`config.mk`:
```
export PLATFORM = sky130hd
export DESIGN_NAME = sync_word_packet_deframer
export DESIGN_NICKNAME = d
export VERILOG_FILES = /design/src/rtl/core/swpd_pkg.sv /design/src/rtl/core/sync_word_packet_deframer.sv /design/src/rtl/core/swpd_front.sv /design/src/rtl/core/swpd_fifo.sv /design/src/rtl/core/swpd_back.sv
export SDC_FILE = /design/constraint.sdc
export NUM_CORES = 1
export LEC_CHECK = 0
export ABC_CLOCK_PERIOD_IN_PS = 9800
export BUFFER_PORTS_ARGS = -buffer_cell sky130_fd_sc_hd__buf_4
export CORE_MARGIN = 3
export CORE_UTILIZATION = 50
export CTS_BUF_LIST = sky130_fd_sc_hd__clkbuf_8
export CTS_CLUSTER_DIAMETER = 120
export DETAILED_ROUTE_END_ITERATION = 8
export PLACE_DENSITY = 0.66
export SYNTH_ARGS = -nofsm -noshare
export SYNTH_HDL_FRONTEND = slang
export SYNTH_SLANG_ARGS = --single-unit
```
`constraint.sdc`:
```
create_clock -name clk_i -period 9.8 [get_ports clk_i]
set_clock_uncertainty 0.1 [all_clocks]
set_input_delay 0.98 -clock clk_i [delete_from_list [all_inputs] [get_ports clk_i]]
set_output_delay 0.98 -clock clk_i [all_outputs]
set_load 0.01 [all_outputs]
```
`src/rtl/core/swpd_pkg.sv`:
```
// Shared types, constants and helpers for the sync word packet deframer.
// No dependencies; every other file in rtl/core refers to it by scoped names.
package swpd_pkg;

  // Sync word length in bytes (1 to 4).
  localparam int unsigned SYNC_LEN = 4;
  localparam int unsigned SyncBits = 8 * SYNC_LEN;
  localparam int unsigned FillW    = $clog2(SYNC_LEN + 1);

  // Bytes in one course point: x (2), y (2), point type (1).
  localparam int unsigned PointBytes = 5;
  // Number of raw fields in a config packet.
  localparam int unsigned CfgFields  = 6;
  // Entries in the queue between parser and output stage.
  localparam int unsigned QDepth     = 2;

  // Result kinds.
  localparam logic [2:0] KIND_ACK     = 3'd0;
  localparam logic [2:0] KIND_CMD     = 3'd1;
  localparam logic [2:0] KIND_POINT   = 3'd2;
  localparam logic [2:0] KIND_EMPTY   = 3'd3;
  localparam logic [2:0] KIND_CFG_FLD = 3'd4;

  // Register indexes on the configuration port.
  localparam logic [2:0] REG_SYNC_WORD = 3'd0;
  localparam logic [2:0] REG_ACK_CODE  = 3'd1;
  localparam logic [2:0] REG_CMD_CODE  = 3'd2;
  localparam logic [2:0] REG_CRS_CODE  = 3'd3;
  localparam logic [2:0] REG_SET_CODE  = 3'd4;
  localparam logic [2:0] REG_MSB_FIRST = 3'd5;

  typedef struct packed {
    logic [31:0] sync_word;
    logic [7:0]  ack_code;
    logic [7:0]  command_code_value;
    logic [7:0]  course_code;
    logic [7:0]  settings_code;
    logic        msb_first;
  } cfg_t;

  // One parsed result, bytes still in arrival order (first byte most significant).
  typedef struct packed {
    logic [2:0]  kind;
    logic [7:0]  index;
    logic [63:0] word;
    logic [7:0]  count;
    logic [3:0]  nbytes;
    logic        last;
  } rec_t;

  // Byte size of config field n; numbers past the end use the final size.
  function automatic logic [3:0] cfg_size(input logic [7:0] n);
    logic [3:0] s;
    case (n)
      8'd0:    s = 4'd8;
      8'd1:    s = 4'd8;
      8'd2:    s = 4'd4;
      8'd3:    s = 4'd8;
      8'd4:    s = 4'd1;
      default: s = 4'd1;
    endcase
    return s;
  endfunction

endpackage

```
`src/rtl/core/sync_word_packet_deframer.sv`:
```
// Sync word packet deframer, top level: config registers, parser, queue, output.
// Depends on swpd_pkg, swpd_front, swpd_fifo and swpd_back.
//
// Usage:
//   Input channel: one received byte per beat on rx_byte_i (in_valid_i/in_ready_o).
//   Output channel: one result per beat (out_valid_o/out_ready_i) with kind,
//   field index, raw word, point fields, point count and a last flag that
//   marks the final result of a packet.
//   Config port: cfg_we_i writes cfg_data_i into register cfg_index_i (sync
//   word, four type codes, byte order); write only while idle.
// Timing:
//   One byte per cycle sustained while the queue has room. A byte that
//   completes a result passes through the queue and then the output register
//   before it shows. The parser classifies every byte combinationally.
// Reset:
//   Parser returns to the sync hunt with an empty window, the queue and output
//   register empty; config registers take their defaults (sync word 0,
//   codes 0/1/2/3, most significant byte first).
// Stall:
//   A stalled receiver holds the output beat; results collect in a two-entry
//   queue and in_ready_o drops only when that queue is full.
module sync_word_packet_deframer (
  input  logic               clk_i,
  input  logic               rst_ni,
  input  logic               cfg_we_i,
  input  logic [2:0]         cfg_index_i,
  input  logic [31:0]        cfg_data_i,
  input  logic               in_valid_i,
  output logic               in_ready_o,
  input  logic [7:0]         rx_byte_i,
  output logic               out_valid_o,
  input  logic               out_ready_i,
  output logic [2:0]         kind_o,
  output logic [7:0]         field_index_o,
  output logic [63:0]        raw_word_o,
  output logic signed [15:0] point_x_o,
  output logic signed [15:0] point_y_o,
  output logic [7:0]         point_kind_o,
  output logic [7:0]         point_count_o,
  output logic               last_o
);

  swpd_pkg::cfg_t cfg_q;
  swpd_pkg::rec_t push_rec, pop_rec;
  logic           push, pop, q_full, q_valid, accept;

  always_ff @(posedge clk_i or negedge rst_ni) begin
    if (!rst_ni) begin
      cfg_q.sync_word          <= 32'd0;
      cfg_q.ack_code           <= 8'd0;
      cfg_q.command_code_value <= 8'd1;
      cfg_q.course_code        <= 8'd2;
      cfg_q.settings_code      <= 8'd3;
      cfg_q.msb_first          <= 1'b1;
    end else if (cfg_we_i) begin
      case (cfg_index_i)
        swpd_pkg::REG_SYNC_WORD: cfg_q.sync_word          <= cfg_data_i;
        swpd_pkg::REG_ACK_CODE:  cfg_q.ack_code           <= cfg_data_i[7:0];
        swpd_pkg::REG_CMD_CODE:  cfg_q.command_code_value <= cfg_data_i[7:0];
        swpd_pkg::REG_CRS_CODE:  cfg_q.course_code        <= cfg_data_i[7:0];
        swpd_pkg::REG_SET_CODE:  cfg_q.settings_code      <= cfg_data_i[7:0];
        swpd_pkg::REG_MSB_FIRST: cfg_q.msb_first          <= cfg_data_i[0];
        default: ;
      endcase
    end
  end

  assign in_ready_o = !q_full;
  assign accept     = in_valid_i && in_ready_o;

  swpd_front u_front (
    .clk_i     (clk_i),
    .rst_ni    (rst_ni),
    .cfg_i     (cfg_q),
    .accept_i  (accept),
    .rx_byte_i (rx_byte_i),
    .push_o    (push),
    .rec_o     (push_rec)
  );

  swpd_fifo u_fifo (
    .clk_i      (clk_i),
    .rst_ni     (rst_ni),
    .push_i     (push),
    .push_rec_i (push_rec),
    .full_o     (q_full),
    .pop_i      (pop),
    .valid_o    (q_valid),
    .pop_rec_o  (pop_rec)
  );

  swpd_back u_back (
    .clk_i         (clk_i),
    .rst_ni        (rst_ni),
    .msb_first_i   (cfg_q.msb_first),
    .q_valid_i     (q_valid),
    .q_rec_i       (pop_rec),
    .pop_o         (pop),
    .out_valid_o   (out_valid_o),
    .out_ready_i   (out_ready_i),
    .kind_o        (kind_o),
    .field_index_o (field_index_o),
    .raw_word_o    (raw_word_o),
    .point_x_o     (point_x_o),
    .point_y_o     (point_y_o),
    .point_kind_o  (point_kind_o),
    .point_count_o (point_count_o),
    .last_o        (last_o)
  );

endmodule

```
`src/rtl/core/swpd_front.sv`:
```
// Parser front end: sync hunt, header decode and field assembly.
// Depends on swpd_pkg; pushes one rec_t per result into the queue.
module swpd_front (
  input  logic               clk_i,
  input  logic               rst_ni,
  input  swpd_pkg::cfg_t     cfg_i,
  input  logic               accept_i,
  input  logic [7:0]         rx_byte_i,
  output logic               push_o,
  output swpd_pkg::rec_t     rec_o
);

  localparam logic [2:0] PH_HUNT   = 3'd0;
  localparam logic [2:0] PH_TYPE   = 3'd1;
  localparam logic [2:0] PH_SEQ    = 3'd2;
  localparam logic [2:0] PH_CMD    = 3'd3;
  localparam logic [2:0] PH_LEN    = 3'd4;
  localparam logic [2:0] PH_POINTS = 3'd5;
  localparam logic [2:0] PH_CONFIG = 3'd6;

  logic [2:0]                   phase_q, phase_d;
  logic [swpd_pkg::SyncBits-1:0] window_q, window_d;
  logic [swpd_pkg::FillW-1:0]   fill_q, fill_d;
  logic [3:0]                   cnt_q, cnt_d;
  logic [7:0]                   fieldn_q, fieldn_d;
  logic [7:0]                   total_q, total_d;
  logic [63:0]                  asm_q, asm_d;
  logic [7:0]                   type_q, type_d;

  logic [63:0] asm_nx;
  logic [3:0]  cnt_nx;
  logic [3:0]  fsize;
  logic        pt_last;

  assign asm_nx  = {asm_q[55:0], rx_byte_i};
  assign cnt_nx  = cnt_q + 4'd1;
  assign fsize   = swpd_pkg::cfg_size(fieldn_q);
  assign pt_last = (fieldn_q == (total_q - 8'd1));

  always_comb begin
    phase_d  = phase_q;
    window_d = window_q;
    fill_d   = fill_q;
    cnt_d    = cnt_q;
    fieldn_d = fieldn_q;
    total_d  = total_q;
    asm_d    = asm_q;
    type_d   = type_q;
    push_o   = 1'b0;
    rec_o    = '0;
    if (accept_i) begin
      case (phase_q)
        PH_HUNT: begin
          window_d = swpd_pkg::SyncBits'({window_q, rx_byte_i});
          if (fill_q < swpd_pkg::FillW'(swpd_pkg::SYNC_LEN)) begin
            fill_d = fill_q + 1'b1;
          end
          if (fill_d == swpd_pkg::FillW'(swpd_pkg::SYNC_LEN) &&
              window_d == cfg_i.sync_word[swpd_pkg::SyncBits-1:0]) begin
            window_d = '0;
            fill_d   = '0;
            phase_d  = PH_TYPE;
          end
        end
        PH_TYPE: begin
          type_d  = rx_byte_i;
          phase_d = PH_SEQ;
        end
        PH_SEQ: begin
          // sequence byte is dropped; dispatch on the latched type
          cnt_d    = '0;
          fieldn_d = '0;
          asm_d    = '0;
          if (type_q == cfg_i.ack_code) begin
            push_o        = 1'b1;
            rec_o.kind    = swpd_pkg::KIND_ACK;
            rec_o.last    = 1'b1;
            phase_d       = PH_HUNT;
          end else if (type_q == cfg_i.command_code_value) begin
            phase_d = PH_CMD;
          end else if (type_q == cfg_i.course_code) begin
            phase_d = PH_LEN;
          end else if (type_q == cfg_i.settings_code) begin
            phase_d = PH_CONFIG;
          end else begin
            phase_d = PH_HUNT;
          end
        end
        PH_CMD: begin
          push_o     = 1'b1;
          rec_o.kind = swpd_pkg::KIND_CMD;
          rec_o.word = {56'd0, rx_byte_i};
          rec_o.last = 1'b1;
          phase_d    = PH_HUNT;
        end
        PH_LEN: begin
          total_d = rx_byte_i;
          if (rx_byte_i == 8'd0) begin
            push_o     = 1'b1;
            rec_o.kind = swpd_pkg::KIND_EMPTY;
            rec_o.last = 1'b1;
            phase_d    = PH_HUNT;
          end else begin
            fieldn_d = '0;
            cnt_d    = '0;
            asm_d    = '0;
            phase_d  = PH_POINTS;
          end
        end
        PH_POINTS: begin
          asm_d = asm_nx;
          cnt_d = cnt_nx;
          if (cnt_nx >= 4'(swpd_pkg::PointBytes)) begin
            push_o       = 1'b1;
            rec_o.kind   = swpd_pkg::KIND_POINT;
            rec_o.index  = fieldn_q;
            rec_o.word   = asm_nx;
            rec_o.count  = total_q;
            rec_o.nbytes = 4'd2;
            rec_o.last   = pt_last;
            cnt_d        = '0;
            asm_d        = '0;
            if (pt_last) begin
              phase_d = PH_HUNT;
            end else begin
              fieldn_d = fieldn_q + 8'd1;
            end
          end
        end
        PH_CONFIG: begin
          asm_d = asm_nx;
          cnt_d = cnt_nx;
          if (cnt_nx >= fsize) begin
            push_o       = 1'b1;
            rec_o.kind   = swpd_pkg::KIND_CFG_FLD;
            rec_o.index  = fieldn_q;
            rec_o.word   = asm_nx;
            rec_o.nbytes = fsize;
            rec_o.last   = (fieldn_q >= 8'(swpd_pkg::CfgFields - 1));
            cnt_d        = '0;
            asm_d        = '0;
            if (rec_o.last) begin
              phase_d = PH_HUNT;
            end else begin
              fieldn_d = fieldn_q + 8'd1;
            end
          end
        end
        default: begin
          phase_d = PH_HUNT;
        end
      endcase
      if (phase_d == PH_HUNT && phase_q != PH_HUNT) begin
        window_d = '0;
        fill_d   = '0;
      end
    end
  end

  always_ff @(posedge clk_i or negedge rst_ni) begin
    if (!rst_ni) begin
      phase_q  <= PH_HUNT;
      window_q <= '0;
      fill_q   <= '0;
      cnt_q    <= '0;
      fieldn_q <= '0;
      total_q  <= '0;
      asm_q    <= '0;
      type_q   <= '0;
    end else begin
      phase_q  <= phase_d;
      window_q <= window_d;
      fill_q   <= fill_d;
      cnt_q    <= cnt_d;
      fieldn_q <= fieldn_d;
      total_q  <= total_d;
      asm_q    <= asm_d;
      type_q   <= type_d;
    end
  end

  // the final result of a packet always drops back to the hunt
  assert property (@(posedge clk_i) disable iff (!rst_ni)
    push_o && rec_o.last |=> phase_q == PH_HUNT && fill_q == '0)
    else $error("front not back in hunt after last result");

  // only the point and config phases assemble multi-byte fields
  assert property (@(posedge clk_i) disable iff (!rst_ni)
    (phase_q != PH_POINTS && phase_q != PH_CONFIG) |-> cnt_q == 4'd0)
    else $error("byte count left over outside field assembly");

endmodule

```
`src/rtl/core/swpd_fifo.sv`:
```
// Short queue of parsed results between parser and output stage.
// Depends on swpd_pkg for rec_t and the queue depth.
module swpd_fifo (
  input  logic           clk_i,
  input  logic           rst_ni,
  input  logic           push_i,
  input  swpd_pkg::rec_t push_rec_i,
  output logic           full_o,
  input  logic           pop_i,
  output logic           valid_o,
  output swpd_pkg::rec_t pop_rec_o
);

  localparam int unsigned PtrW = (swpd_pkg::QDepth > 1) ? $clog2(swpd_pkg::QDepth) : 1;
  localparam int unsigned CntW = $clog2(swpd_pkg::QDepth + 1);

  swpd_pkg::rec_t entries_q [swpd_pkg::QDepth];
  logic [PtrW-1:0] wr_ptr_q, rd_ptr_q;
  logic [CntW-1:0] count_q;

  assign full_o    = (count_q == CntW'(swpd_pkg::QDepth));
  assign valid_o   = (count_q != '0);
  assign pop_rec_o = entries_q[rd_ptr_q];

  function automatic logic [PtrW-1:0] next_ptr(input logic [PtrW-1:0] p);
    return (p == PtrW'(swpd_pkg::QDepth - 1)) ? '0 : p + 1'b1;
  endfunction

  always_ff @(posedge clk_i) begin
    if (push_i) begin
      entries_q[wr_ptr_q] <= push_rec_i;
    end
  end

  always_ff @(posedge clk_i or negedge rst_ni) begin
    if (!rst_ni) begin
      wr_ptr_q <= '0;
      rd_ptr_q <= '0;
      count_q  <= '0;
    end else begin
      if (push_i) begin
        wr_ptr_q <= next_ptr(wr_ptr_q);
      end
      if (pop_i) begin
        rd_ptr_q <= next_ptr(rd_ptr_q);
      end
      if (push_i && !pop_i) begin
        count_q <= count_q + 1'b1;
      end else if (pop_i && !push_i) begin
        count_q <= count_q - 1'b1;
      end
    end
  end

  assert property (@(posedge clk_i) disable iff (!rst_ni)
    !(push_i && full_o))
    else $error("push into full queue");

  assert property (@(posedge clk_i) disable iff (!rst_ni)
    pop_i |-> valid_o)
    else $error("pop from empty queue");

endmodule

```
`src/rtl/core/swpd_back.sv`:
```
// Output stage: applies byte order and drives the registered result beat.
// Depends on swpd_pkg; pops rec_t entries from swpd_fifo.
module swpd_back (
  input  logic               clk_i,
  input  logic               rst_ni,
  input  logic               msb_first_i,
  input  logic               q_valid_i,
  input  swpd_pkg::rec_t     q_rec_i,
  output logic               pop_o,
  output logic               out_valid_o,
  input  logic               out_ready_i,
  output logic [2:0]         kind_o,
  output logic [7:0]         field_index_o,
  output logic [63:0]        raw_word_o,
  output logic signed [15:0] point_x_o,
  output logic signed [15:0] point_y_o,
  output logic [7:0]         point_kind_o,
  output logic [7:0]         point_count_o,
  output logic               last_o
);

  logic               valid_q;
  logic [2:0]         kind_q;
  logic [7:0]         index_q;
  logic [63:0]        raw_q;
  logic signed [15:0] x_q, y_q;
  logic [7:0]         pkind_q;
  logic [7:0]         count_q;
  logic               last_q;

  logic [63:0] raw_d;
  logic [15:0] x_d, y_d;
  logic [7:0]  pkind_d;

  // Reverse the low n bytes of v (arrival order to least-first value).
  function automatic logic [63:0] rev_bytes(input logic [63:0] v, input logic [3:0] n);
    logic [63:0] r;
    int unsigned src;
    r = '0;
    for (int unsigned k = 0; k < 8; k++) begin
      src = 32'(n) - 1 - k;
      if (k < 32'(n)) begin
        r[8*k +: 8] = v[8*src[2:0] +: 8];
      end
    end
    return r;
  endfunction

  assign pop_o = q_valid_i && (!valid_q || out_ready_i);

  always_comb begin
    raw_d   = '0;
    x_d     = '0;
    y_d     = '0;
    pkind_d = '0;
    case (q_rec_i.kind)
      swpd_pkg::KIND_CMD: begin
        raw_d = q_rec_i.word;
      end
      swpd_pkg::KIND_POINT: begin
        x_d     = q_rec_i.word[39:24];
        y_d     = q_rec_i.word[23:8];
        pkind_d = q_rec_i.word[7:0];
        if (!msb_first_i) begin
          x_d = {x_d[7:0], x_d[15:8]};
          y_d = {y_d[7:0], y_d[15:8]};
        end
      end
      swpd_pkg::KIND_CFG_FLD: begin
        raw_d = msb_first_i ? q_rec_i.word : rev_bytes(q_rec_i.word, q_rec_i.nbytes);
      end
      default: begin
        raw_d = '0;
      end
    endcase
  end

  always_ff @(posedge clk_i or negedge rst_ni) begin
    if (!rst_ni) begin
      valid_q <= 1'b0;
    end else if (pop_o) begin
      valid_q <= 1'b1;
    end else if (out_ready_i) begin
      valid_q <= 1'b0;
    end
  end

  always_ff @(posedge clk_i) begin
    if (pop_o) begin
      kind_q  <= q_rec_i.kind;
      index_q <= q_rec_i.index;
      raw_q   <= raw_d;
      x_q     <= x_d;
      y_q     <= y_d;
      pkind_q <= pkind_d;
      count_q <= q_rec_i.count;
      last_q  <= q_rec_i.last;
    end
  end

  assign out_valid_o   = valid_q;
  assign kind_o        = kind_q;
  assign field_index_o = index_q;
  assign raw_word_o    = raw_q;
  assign point_x_o     = x_q;
  assign point_y_o     = y_q;
  assign point_kind_o  = pkind_q;
  assign point_count_o = count_q;
  assign last_o        = last_q;

  // a course point never carries a zero point count
  assert property (@(posedge clk_i) disable iff (!rst_ni)
    out_valid_o && kind_o == swpd_pkg::KIND_POINT |-> point_count_o != 8'd0)
    else $error("course point with zero count");

endmodule

```
==> results.sh, run 1 <==
export IMPL_status="completed"
export IMPL_grt_pass1_vias=16100
export IMPL_synth_seq_cells=484
export IMPL_nFillCells=3739
export IMPL_seq_area_frac_synth_pct=58.8
export IMPL_fin_cells=2796
export IMPL_synth_nets=2034
export IMPL_fin_crit_sh_pct=50.0
export IMPL_clock_fmax_mhz=204
export IMPL_peakVddDrop_mv=0.214
export IMPL_maxSlewHeadroom_pct=19.9
export IMPL_grt_overflow=0
export IMPL_grt_antenna_before_repair=1
export IMPL_final_design_area_no_fill_um2=26600
export IMPL_critPathCaptureType="flip-flop"
export IMPL_drc=0
export IMPL_finalCriticalPeriod_ns=4.90
export IMPL_clockBufferDepth=3
export IMPL_htreeDepth=3
export IMPL_cts_resized=0
export IMPL_cp_slowest_cell="buf_4"
export IMPL_hp_class="input port to async pin"
export IMPL_hold_viol=0
export IMPL_syn_to_final_growth_pct=14.7
export IMPL_route_antenna_remaining_nets=0
export IMPL_clk_pin_slew_ns=0.06
export IMPL_syn_area_um2=23200
export IMPL_dp_slack_ns=4.83
export IMPL_core_um2=45600
export IMPL_placed_cell_area_um2=25000
export IMPL_async_reset_ff_share_pct=38.0
export IMPL_cts_buffers=80
export IMPL_setup_viol=0
export IMPL_setup_ws_ns=4.90
export IMPL_cts_sinks=484
export IMPL_synth_main_ff_cell="edfxtp_1"
export IMPL_dieArea_um2=48900
export IMPL_track_usage_pct=25.6
export IMPL_cts_tree="done"
export IMPL_fin_setup_tns_ns=0
export IMPL_io_buffers=173
export IMPL_rsz0062_at_grt="false"
export IMPL_post_place_cells=2649
export IMPL_layout_drive_gt1_share_pct=22.4
export IMPL_p_per_area_nw_per_um2=313
export IMPL_synth_warnings=0
export IMPL_crit_required_ns=9.96
export IMPL_tightestPinTransition_ns=1.17
export IMPL_synth_edf_count=300
export IMPL_via_per_inst=5.87
export IMPL_hpwl_mm=43.3
export IMPL_worstSetupStartpointType="flip-flop"
export IMPL_p_leak_nw=11.0
export IMPL_diodes=0
export IMPL_grt_pass1_wl_mm=97.3
export IMPL_cp_cell_sequence="or4_1, nor3_1, o31ai_1, and2_1, ha_1, nor4b_1, o21ai_0, and2_1, nor3_1, nor2_1, nor2b_4, buf_4"
export IMPL_worstPathArrival_ns=5.06
export IMPL_rows=78
export IMPL_synth_cell_types=71
export IMPL_ctsHoldBuffers=0
export IMPL_place_gp_congestion=0.965
export IMPL_start_util_pct=50.8
export IMPL_critical_path_class="flip-flop to flip-flop"
export IMPL_io_pins=174
export IMPL_drtIter0Drc=1548
export IMPL_postCtsSetupRepairBufs=0
export IMPL_clock_latency_ns=0.65
export IMPL_cts_root_buf="clkbuf_8"
export IMPL_routedWlPerCell_um=22.7
export IMPL_die_y_um=221
export IMPL_dieWidth_um=221
export IMPL_routed_wl_mm=63.4
export IMPL_vias=16400
export IMPL_drv_slew=0
export IMPL_maxCapViolCount=0
export IMPL_grt_max_degree=83
export IMPL_slowest_delay_ns=0.80
export IMPL_first_pass_iters=6
export IMPL_avgSynthCellArea_um2=11.8
export IMPL_layout_nets=2196
export IMPL_netlist_instances=1969
export IMPL_cp_max_fo=70
-- cell families (layout without fill, tap and decap cells) --
| family | count (synthesis) | after routing | share of synthesized area (%) |
|---|---|---|---|
| simple gates | 640 | 640 | 12.9 |
| buf+inv | 159 | 386 | 2.91 |
| mux | 233 | 233 | 11.1 |
| xor+xnor | 85 | 85 | 3.25 |
| flops | 484 | 484 | 58.8 |
| compound gates | 351 | 351 | 10.1 |
| fa+ha+maj | 17 | 17 | 0.918 |
-- registers in the layout (all words and copies together), names as in the netlist, 16 cells and up --
signal,count
u_fifo.entries_q,176
cfg_q,65
u_back.raw_word_o,64
u_front.asm_q,56
u_front.window_q,24
u_back.point_x_o,16
u_back.point_y_o,16
-- synthesized netlist by cell type (all sizes together) (11+ instances only) --
| cell type | instances | area (µm²) |
|---|---|---|
| edfxtp | 300 | 9010 |
| nand2 | 235 | 882 |
| dfrtp | 179 | 4480 |
| mux2 | 146 | 1640 |
| nor2 | 145 | 544 |
| clkbuf | 88 | 330 |
| mux2i | 83 | 835 |
| nand3 | 79 | 395 |
| and2 | 77 | 482 |
| a21oi | 72 | 364 |
| o21ai | 52 | 260 |
| xor2 | 49 | 437 |
| a211oi | 47 | 353 |
| o22ai | 47 | 294 |
| buf | 45 | 246 |
| xnor2 | 36 | 315 |
| inv | 25 | 93.8 |
| a22o | 24 | 210 |
| o211ai | 23 | 173 |
| a31oi | 20 | 125 |
| a32oi | 19 | 174 |
| and3 | 17 | 106 |
| ha | 17 | 213 |
| a22oi | 13 | 97.6 |
| nor4 | 13 | 87.6 |
| nor2b | 12 | 75.1 |
| nand4 | 11 | 68.8 |
-- where the power goes --
group	switching (mW)	internal [mW]
sequential	0.297	2.69
clock	0.807	0.910
combinational	2.22	1.40
total	3.32	5.00
-- metrics by stage --
stage          utilization (%)  hold WS, ns  power, mW
3_5_place_dp              54.9        0.349       6.60
3_3_place_gp              54.9        0.342       6.58
2_1_floorplan                -        0.330       5.33
6_report                  58.3        0.289       8.32
4_1_cts                   58.3        0.258       8.35
5_1_grt                   58.3        0.310       8.79
-- layout make-up --
cell class              instances  area (µm²)  share of cell area (%)
well taps                     600         751                    2.83
clock buffers                  88        1210                    4.56
multi-input cells            1326        8930                    33.6
clock inverters                59         339                    1.28
flip-flops and latches        484       13600                    51.3
inverters                      26         100                   0.377
repair buffers                213        1600                    6.03
-- worst paths after layout --
check / cells after the start / slack, ns / start / end
min in group clk_i: 2 / 0.36 / u_front.asm_q[54]$_DFFE_PN0P_ / u_front.asm_q[54]$_DFFE_PN0P_
max in group asynchronous: 2 / 8.00 / rst_ni / u_fifo.count_q[0]$_DFFE_PN0P_
max: 12 / 4.90 / u_front.fieldn_q[5]$_DFFE_PN0P_ / u_fifo.entries_q[0][44]$_DFFE_PP_
min reg2reg: 2 / 0.36 / u_front.asm_q[54]$_DFFE_PN0P_ / u_front.asm_q[54]$_DFFE_PN0P_
max reg2reg: 12 / 4.90 / u_front.fieldn_q[5]$_DFFE_PN0P_ / u_fifo.entries_q[0][44]$_DFFE_PP_
min: 1 / 0.29 / rst_ni / cfg_q[51]$_DFFE_PN0P_
-- cells in the final DEF, fill, tap and decap left out, types with 9 or more instances in the layout --
| master | instances |
|---|---|
| a31oi_1 | 20 |
| xnor2_1 | 36 |
| edfxtp_1 | 300 |
| nor4_1 | 12 |
| buf_4 | 212 |
| a32oi_1 | 18 |
| or2_2 | 9 |
| o211ai_1 | 23 |
| inv_1 | 57 |
| nor3_1 | 10 |
| o22ai_1 | 46 |
| nand3_1 | 79 |
| ha_1 | 17 |
| and3_1 | 17 |
| xor2_1 | 48 |
| a22o_1 | 24 |
| o21ai_0 | 50 |
| clkinv_1 | 12 |
| nor2b_1 | 11 |
| a211oi_1 | 47 |
| nand2_1 | 235 |
| and2_1 | 76 |
| mux2i_1 | 82 |
| a22oi_1 | 13 |
| nor2_1 | 144 |
| nand4_1 | 11 |
| clkbuf_8 | 88 |
| a21oi_1 | 71 |
| dfrtp_1 | 178 |
| mux2_2 | 143 |
-- critical path, delay by kind of cell (launching register included) --
| kind | cells | cell delay (ns) |
|---|---|---|
| AOI/OAI and AO/OA | 2 | 0.48 |
| buffers and inverters | 1 | 0.80 |
| adders and majority gates | 1 | 0.28 |
| DFF | 1 | 0.47 |
| and+or+nand+nor | 8 | 2.28 |
-- per-layer routing --
metal  vias to the layer above  track usage (%)  part of all wire [%]
met1                      8029             34.8                    42
met2                       681             40.6                    47
li1                       7543                -                     -
met3                       154             5.00                   7.1
met5                         -                0                     0
met4                         0             11.0                   4.0
(Power assumes the default switching activity.)
==> run 2: changes to the inputs <==
- ABC_AREA: default -> 1
- ABC_CLOCK_PERIOD_IN_PS: 9800 -> 4300
- PLACE_DENSITY: 0.66 -> 0.69
- clock period: 9.8 -> 4.3 ns (I/O delays scaled with it)
==> results.sh, run 2 <==
export IMPL_hp_class="input port to flip-flop"
export IMPL_route_antenna_remaining_nets=0
export IMPL_cts_sinks=484
export IMPL_hold_viol=0
export IMPL_grt_overflow=0
export IMPL_rows=78
export IMPL_path_depth=15
export IMPL_critical_path_class="flip-flop to flip-flop"
export IMPL_cp_cell_sequence="inv_1, ha_1, o31ai_1, nand2_1, inv_1, ha_1, nand3_1, nand3_1, nand2_1, nand2_1, inv_2, buf_4, nand2_1, nand3_1, inv_1"
export IMPL_synth_top_cell_by_area="edfxtp_1"
export IMPL_worstPathArrival_ns=4.03
export IMPL_syn_area_um2=23500
export IMPL_peakVddDrop_mv=0.498
export IMPL_syn_to_final_growth_pct=17.6
export IMPL_synth_nets=2693
export IMPL_slowest_delay_ns=0.55
export IMPL_drv_slew=0
export IMPL_finalCriticalPeriod_ns=3.72
export IMPL_tightestPinTransition_ns=1.13
export IMPL_worstSetupStartpointType="flip-flop"
export IMPL_routedWlPerCell_um=19.7
export IMPL_track_usage_pct=27.8
export IMPL_hp_start="cfg_data_i[1]"
export IMPL_synth_warnings=0
export IMPL_io_pins=174
export IMPL_regMostFlops="u_fifo.entries_q"
export IMPL_avgSynthCellArea_um2=8.96
export IMPL_cts_tree="done"
export IMPL_synth_top_area_share_pct=38.3
export IMPL_cp_slowest_cell="buf_4"
export IMPL_p_leak_nw=12.3
export IMPL_netlist_instances=2628
export IMPL_crit_required_ns=4.61
export IMPL_routed_wl_mm=69.3
export IMPL_postCtsSetupRepairBufs=0
export IMPL_async_reset_ff_share_pct=38.0
export IMPL_place_gp_congestion=0.947
export IMPL_layout_common_cells="nand2_1, edfxtp_1, inv_1, o21ai_0, buf_4"
export IMPL_crit_family="simple AND/OR/NAND/NOR gates"
export IMPL_cts_root_buf="clkbuf_8"
export IMPL_grt_pass1_vias=18500
export IMPL_clock_fmax_mhz=269
export IMPL_drtIter0Drc=2263
export IMPL_fin_crit_sh_pct=86.6
export IMPL_mostFrequentLayoutCell="nand2_1"
export IMPL_hpwl_mm=49.1
export IMPL_ys_top_cells_by_count="nand2_1, edfxtp_1, inv_1"
export IMPL_clockBufferDepth=3
export IMPL_clock_latency_ns=0.66
export IMPL_setup_viol=0
export IMPL_synth_seq_cells=484
export IMPL_htreeDepth=3
export IMPL_worstReg2RegStart="u_front.fieldn_q[0]$_DFFE_PN0P_"
export IMPL_critPathBufInv=5
export IMPL_layout_drive_gt1_share_pct=15.2
export IMPL_core_um2=46000
export IMPL_grt_antenna_before_repair=1
export IMPL_largest_register_ffs=176
export IMPL_synth_edf_count=300
export IMPL_maxSlewHeadroom_pct=24.3
export IMPL_rsz0062_at_grt="false"
export IMPL_drc=0
export IMPL_critPathCaptureType="flip-flop"
export IMPL_synth_main_ff_cell="edfxtp_1"
export IMPL_die_y_um=223
export IMPL_cts_resized=0
export IMPL_grt_pass1_wl_mm=107
export IMPL_p_per_area_nw_per_um2=749
export IMPL_synth_cell_types=47
export IMPL_maxCapViolCount=0
export IMPL_crit_top_cell="nand2_1"
export IMPL_nFillCells=3937
export IMPL_dieArea_um2=49700
export IMPL_start_util_pct=51.2
export IMPL_fin_setup_tns_ns=0
export IMPL_power_mw=20.7
export IMPL_seq_area_frac_synth_pct=57.9
export IMPL_first_pass_iters=6
export IMPL_dieWidth_um=223
export IMPL_cts_buffers=81
export IMPL_yosysMostFrequentCell="nand2_1"
export IMPL_ctsHoldBuffers=41
export IMPL_ys_top_cells_by_area="edfxtp_1, dfrtp_1, nand2_1"
export IMPL_rr_worst_depth=15
export IMPL_clk_pin_slew_ns=0.06
export IMPL_vias=19400
export IMPL_holdPathStages=3
export IMPL_via_per_inst=5.52
export IMPL_final_core_util_pct=60.2
export IMPL_diodes=0
export IMPL_startpoint="u_front.fieldn_q[0]$_DFFE_PN0P_"
export IMPL_r2r_slack_ns=0.58
export IMPL_grt_max_degree=126
export IMPL_io_buffers=173
export IMPL_cp_max_fo=57
export IMPL_layout_nets=2910
export IMPL_status="completed"
==> run 2: changes by cell type after synthesis, moves of 77 or more <==
cell,change
nand2_1,+563
inv_1,+239
o21ai_0,+209
mux2_2,-130
mux2i_1,-82
and2_1,-77
==> run 2: stage by stage <==
step           setup WS, ns  std cells  instance area, µm²  hold WS [ns]
2_1_floorplan        -0.412       2628               23600        0.0344
3_3_place_gp          0.763       3321               25500         0.358
3_5_place_dp          0.626       3321               25500         0.363
4_1_cts               0.590       3513               27700        0.0232
5_1_grt               0.219       3513               27700        0.0734
6_report              0.577       3513               27700        0.0841
==> run 2: worst paths after layout <==
path,to
worst min register to register,u_fifo.count_q[0]$_DFFE_PN0P_
worst min-delay path,cfg_q[26]$_DFFE_PN0P_
worst max-delay path,u_fifo.entries_q[0][15]$_DFFE_PP_
worst max register to register,u_fifo.entries_q[0][15]$_DFFE_PP_
max in group asynchronous,cfg_q[40]$_DFFE_PN0P_
min in group asynchronous,u_front.window_q[9]$_DFFE_PN0P_
==> run 2: kinds of logic after synthesis <==
family                   Yosys count  share of synthesized area (%)
AO/OA/AOI/OAI                    473                           11.0
XOR/XNOR                          39                           1.58
adder cells (fa/ha/maj)           17                          0.904
buffers and inverters            401                           6.79
flip-flops                       484                           57.9
multiplexers                      13                          0.622
AND/OR/NAND/NOR                 1201                           21.2
==> run 2: area by class of cell <==
cell class	count	area (µm²)	share of cell area [%]
Clock buffer	92	1270	4.58
Clock inverter	59	509	1.84
Inverter	274	1030	3.72
Multi-Input combinational cell	1743	8370	30.2
Sequential cell	484	13600	49.2
Tap cell	600	751	2.71
Timing Repair Buffer	261	2130	7.69
==> run 2: layer usage <==
layer  wire [µm]  GRT usage, %  vias up
li1            -             -     9196
met1       29100          38.3     9191
met2       32800          44.7      872
met3        5430          5.01      129
met4        1970          9.39        0
met5           0             0        -
==> run 2: power by group <==
part           internal [mW]  leakage [nW]  switching [mW]  total [mW]
combinational           3.01          6.12            6.27        9.28
clock                   2.52         0.953            1.91        4.43
sequential              6.29          5.25           0.727        7.01
==> run 2: tightest hold or removal path: cells and delay by family <==
kind            cells  cell delay, ns
buf+inv             2            0.20
compound gates      1            0.18
==> run 3: changes to the inputs <==
- CORE_ASPECT_RATIO: default -> 0.7
==> results.sh, run 3 (same netlist as run 2, synthesis figures left out) <==
export IMPL_fin_setup_tns_ns=0
export IMPL_vias=19800
export IMPL_startpoint="u_fifo.rd_ptr_q$_DFFE_PN0P_"
export IMPL_crit_required_ns=4.53
export IMPL_hp_class="input port to flip-flop"
export IMPL_io_buffers=173
export IMPL_cts_sinks=484
export IMPL_slowest_delay_ns=0.84
export IMPL_r2r_end="u_back.raw_word_o[60]$_DFFE_PP_"
export IMPL_routedWlPerCell_um=20.9
export IMPL_holdPathStages=3
export IMPL_regMostFlops="u_fifo.entries_q"
export IMPL_grt_max_degree=115
export IMPL_rsz0062_at_grt="false"
export IMPL_drc=0
export IMPL_largest_register_ffs=176
export IMPL_cp_slowest_cell="o21ai_0"
export IMPL_hpwl_mm=52.8
export IMPL_layout_common_cells="nand2_1, edfxtp_1, inv_1, o21ai_0, buf_4"
export IMPL_routed_wl_mm=73.2
export IMPL_maxSlewHeadroom_pct=18.9
export IMPL_mostFrequentLayoutCell="nand2_1"
export IMPL_status="completed"
export IMPL_dieWidth_um=265
export IMPL_cp_max_fo=95
export IMPL_clockBufferDepth=3
export IMPL_fin_cells=3510
export IMPL_core_um2=45800
export IMPL_final_design_area_no_fill_um2=27600
export IMPL_clock_latency_ns=0.64
export IMPL_placed_cell_area_um2=25600
export IMPL_worstSetupStartpointType="flip-flop"
export IMPL_dieArea_um2=49800
export IMPL_p_leak_nw=12.3
export IMPL_cts_root_buf="clkbuf_8"
export IMPL_p_per_area_nw_per_um2=759
export IMPL_clk_pin_slew_ns=0.06
export IMPL_grt_overflow=0
export IMPL_layout_drive_gt1_share_pct=15.2
export IMPL_track_usage_pct=29.4
export IMPL_post_place_cells=3335
export IMPL_rr_worst_depth=9
export IMPL_die_y_um=188
export IMPL_syn_to_final_growth_pct=17.2
export IMPL_holdPathEnd="cfg_q[14]$_DFFE_PN0P_"
export IMPL_first_pass_iters=6
export IMPL_setup_viol=0
export IMPL_hp_start="cfg_data_i[5]"
export IMPL_nFillCells=3936
export IMPL_drtIter0Drc=2919
export IMPL_cts_tree="done"
export IMPL_diodes=0
export IMPL_finalCriticalPeriod_ns=3.83
export IMPL_cts_resized=0
export IMPL_maxCapViolCount=0
export IMPL_peakVddDrop_mv=0.563
export IMPL_hold_viol=0
export IMPL_via_per_inst=5.65
export IMPL_rows=65
export IMPL_worstPathArrival_ns=4.06
export IMPL_route_antenna_remaining_nets=0
export IMPL_critical_path_class="flip-flop to flip-flop"
export IMPL_cts_buffers=76
export IMPL_clock_fmax_mhz=261
export IMPL_start_util_pct=51.4
export IMPL_htreeDepth=3
export IMPL_r2r_slack_ns=0.47
export IMPL_tightestPinTransition_ns=1.20
export IMPL_critPathCaptureType="flip-flop"
export IMPL_crit_top_cell="o21ai_0"
export IMPL_holdWs_ns=0.0585
export IMPL_grt_pass1_vias=18800
export IMPL_cp_cell_sequence="inv_2, buf_12, nand2_1, nand2_2, buf_12, o21ai_0, o21ai_0, nor2_1, o21ai_0"
export IMPL_grt_antenna_before_repair=3
export IMPL_place_gp_congestion=1.05
export IMPL_io_pins=174
export IMPL_layout_nets=2912
export IMPL_fin_crit_sh_pct=89.1
export IMPL_worstReg2RegStart="u_fifo.rd_ptr_q$_DFFE_PN0P_"
export IMPL_drv_slew=0
export IMPL_grt_pass1_wl_mm=112
[run 3: cell count changes in the layout (fill, tap and decap cells not counted)]
cell,change
inv_8,+1
clkinv_2,-6
dlygate4sd3_1,-4
clkbuf_8,+4
inv_6,-2
inv_1,+9
clkinv_1,-11
buf_4,+8
buf_12,+3
clkinvlp_4,-3
bufinv_16,-5
[run 3: timing repair]
item | in CTS | in global routing
setup buffers | 0 | 0
endpoints found under the hold margin | 98 | 0
hold buffers | 37 | 0
[run 3: critical path, delay by kind of cell (launching register included)]
kind | cells | cell delay (ns)
AO/OA/AOI/OAI | 3 | 1.72
AND/OR/NAND/NOR | 3 | 0.30
flip-flops | 1 | 0.50
buffers and inverters | 3 | 0.82
[run 3: worst max path at each step]
stage,endpoint,slack (ns),cells after the start
after floorplan,u_fifo.entries_q[1][0]$_DFFE_PP_,-0.41,14
after global placement,u_back.raw_word_o[28]$_DFFE_PP_,0.81,11
after detailed placement,u_front.window_q[7]$_DFFE_PN0P_,0.72,15
after CTS,u_front.window_q[7]$_DFFE_PN0P_,0.71,15
after global routing,u_front.fill_q[1]$_DFFE_PN0P_,0.30,15
final,u_back.raw_word_o[60]$_DFFE_PP_,0.47,9
[run 3: layout make-up]
class	count	area, µm²	area share [%]
Timing Repair Buffer	268	2210	8.00
Multi-Input combinational cell	1743	8370	30.3
Sequential cell	484	13600	49.4
Inverter	274	1030	3.73
Tap cell	603	754	2.73
Clock buffer	96	1320	4.79
Clock inverter	42	293	1.06
[run 3: layer usage]
layer	track usage [%]	up-vias	part of all wire (%)
met3	9.04	118	12
met1	45.9	9418	46
met2	39.7	1083	40
met5	0	-	0
li1	-	9205	-
met4	7.25	0	2.0
[run 3: power breakdown]
group	total (mW)	switching, mW	internal, mW	leakage (nW)
Sequential	6.98	0.701	6.28	5.25
Clock	4.11	1.85	2.26	0.915
Combinational	9.85	6.78	3.07	6.17
Total	20.9	9.33	11.6	12.3
[run 3: metrics by stage]
step                total power, mW  worst slack, ns  util, %
floorplan                      12.6           -0.412        -
global placement               16.4            0.812     55.9
detailed placement             16.5            0.721     55.9
CTS                            20.7            0.713     60.3
global route                   22.2            0.297     60.3
finish                         20.9            0.470     60.3
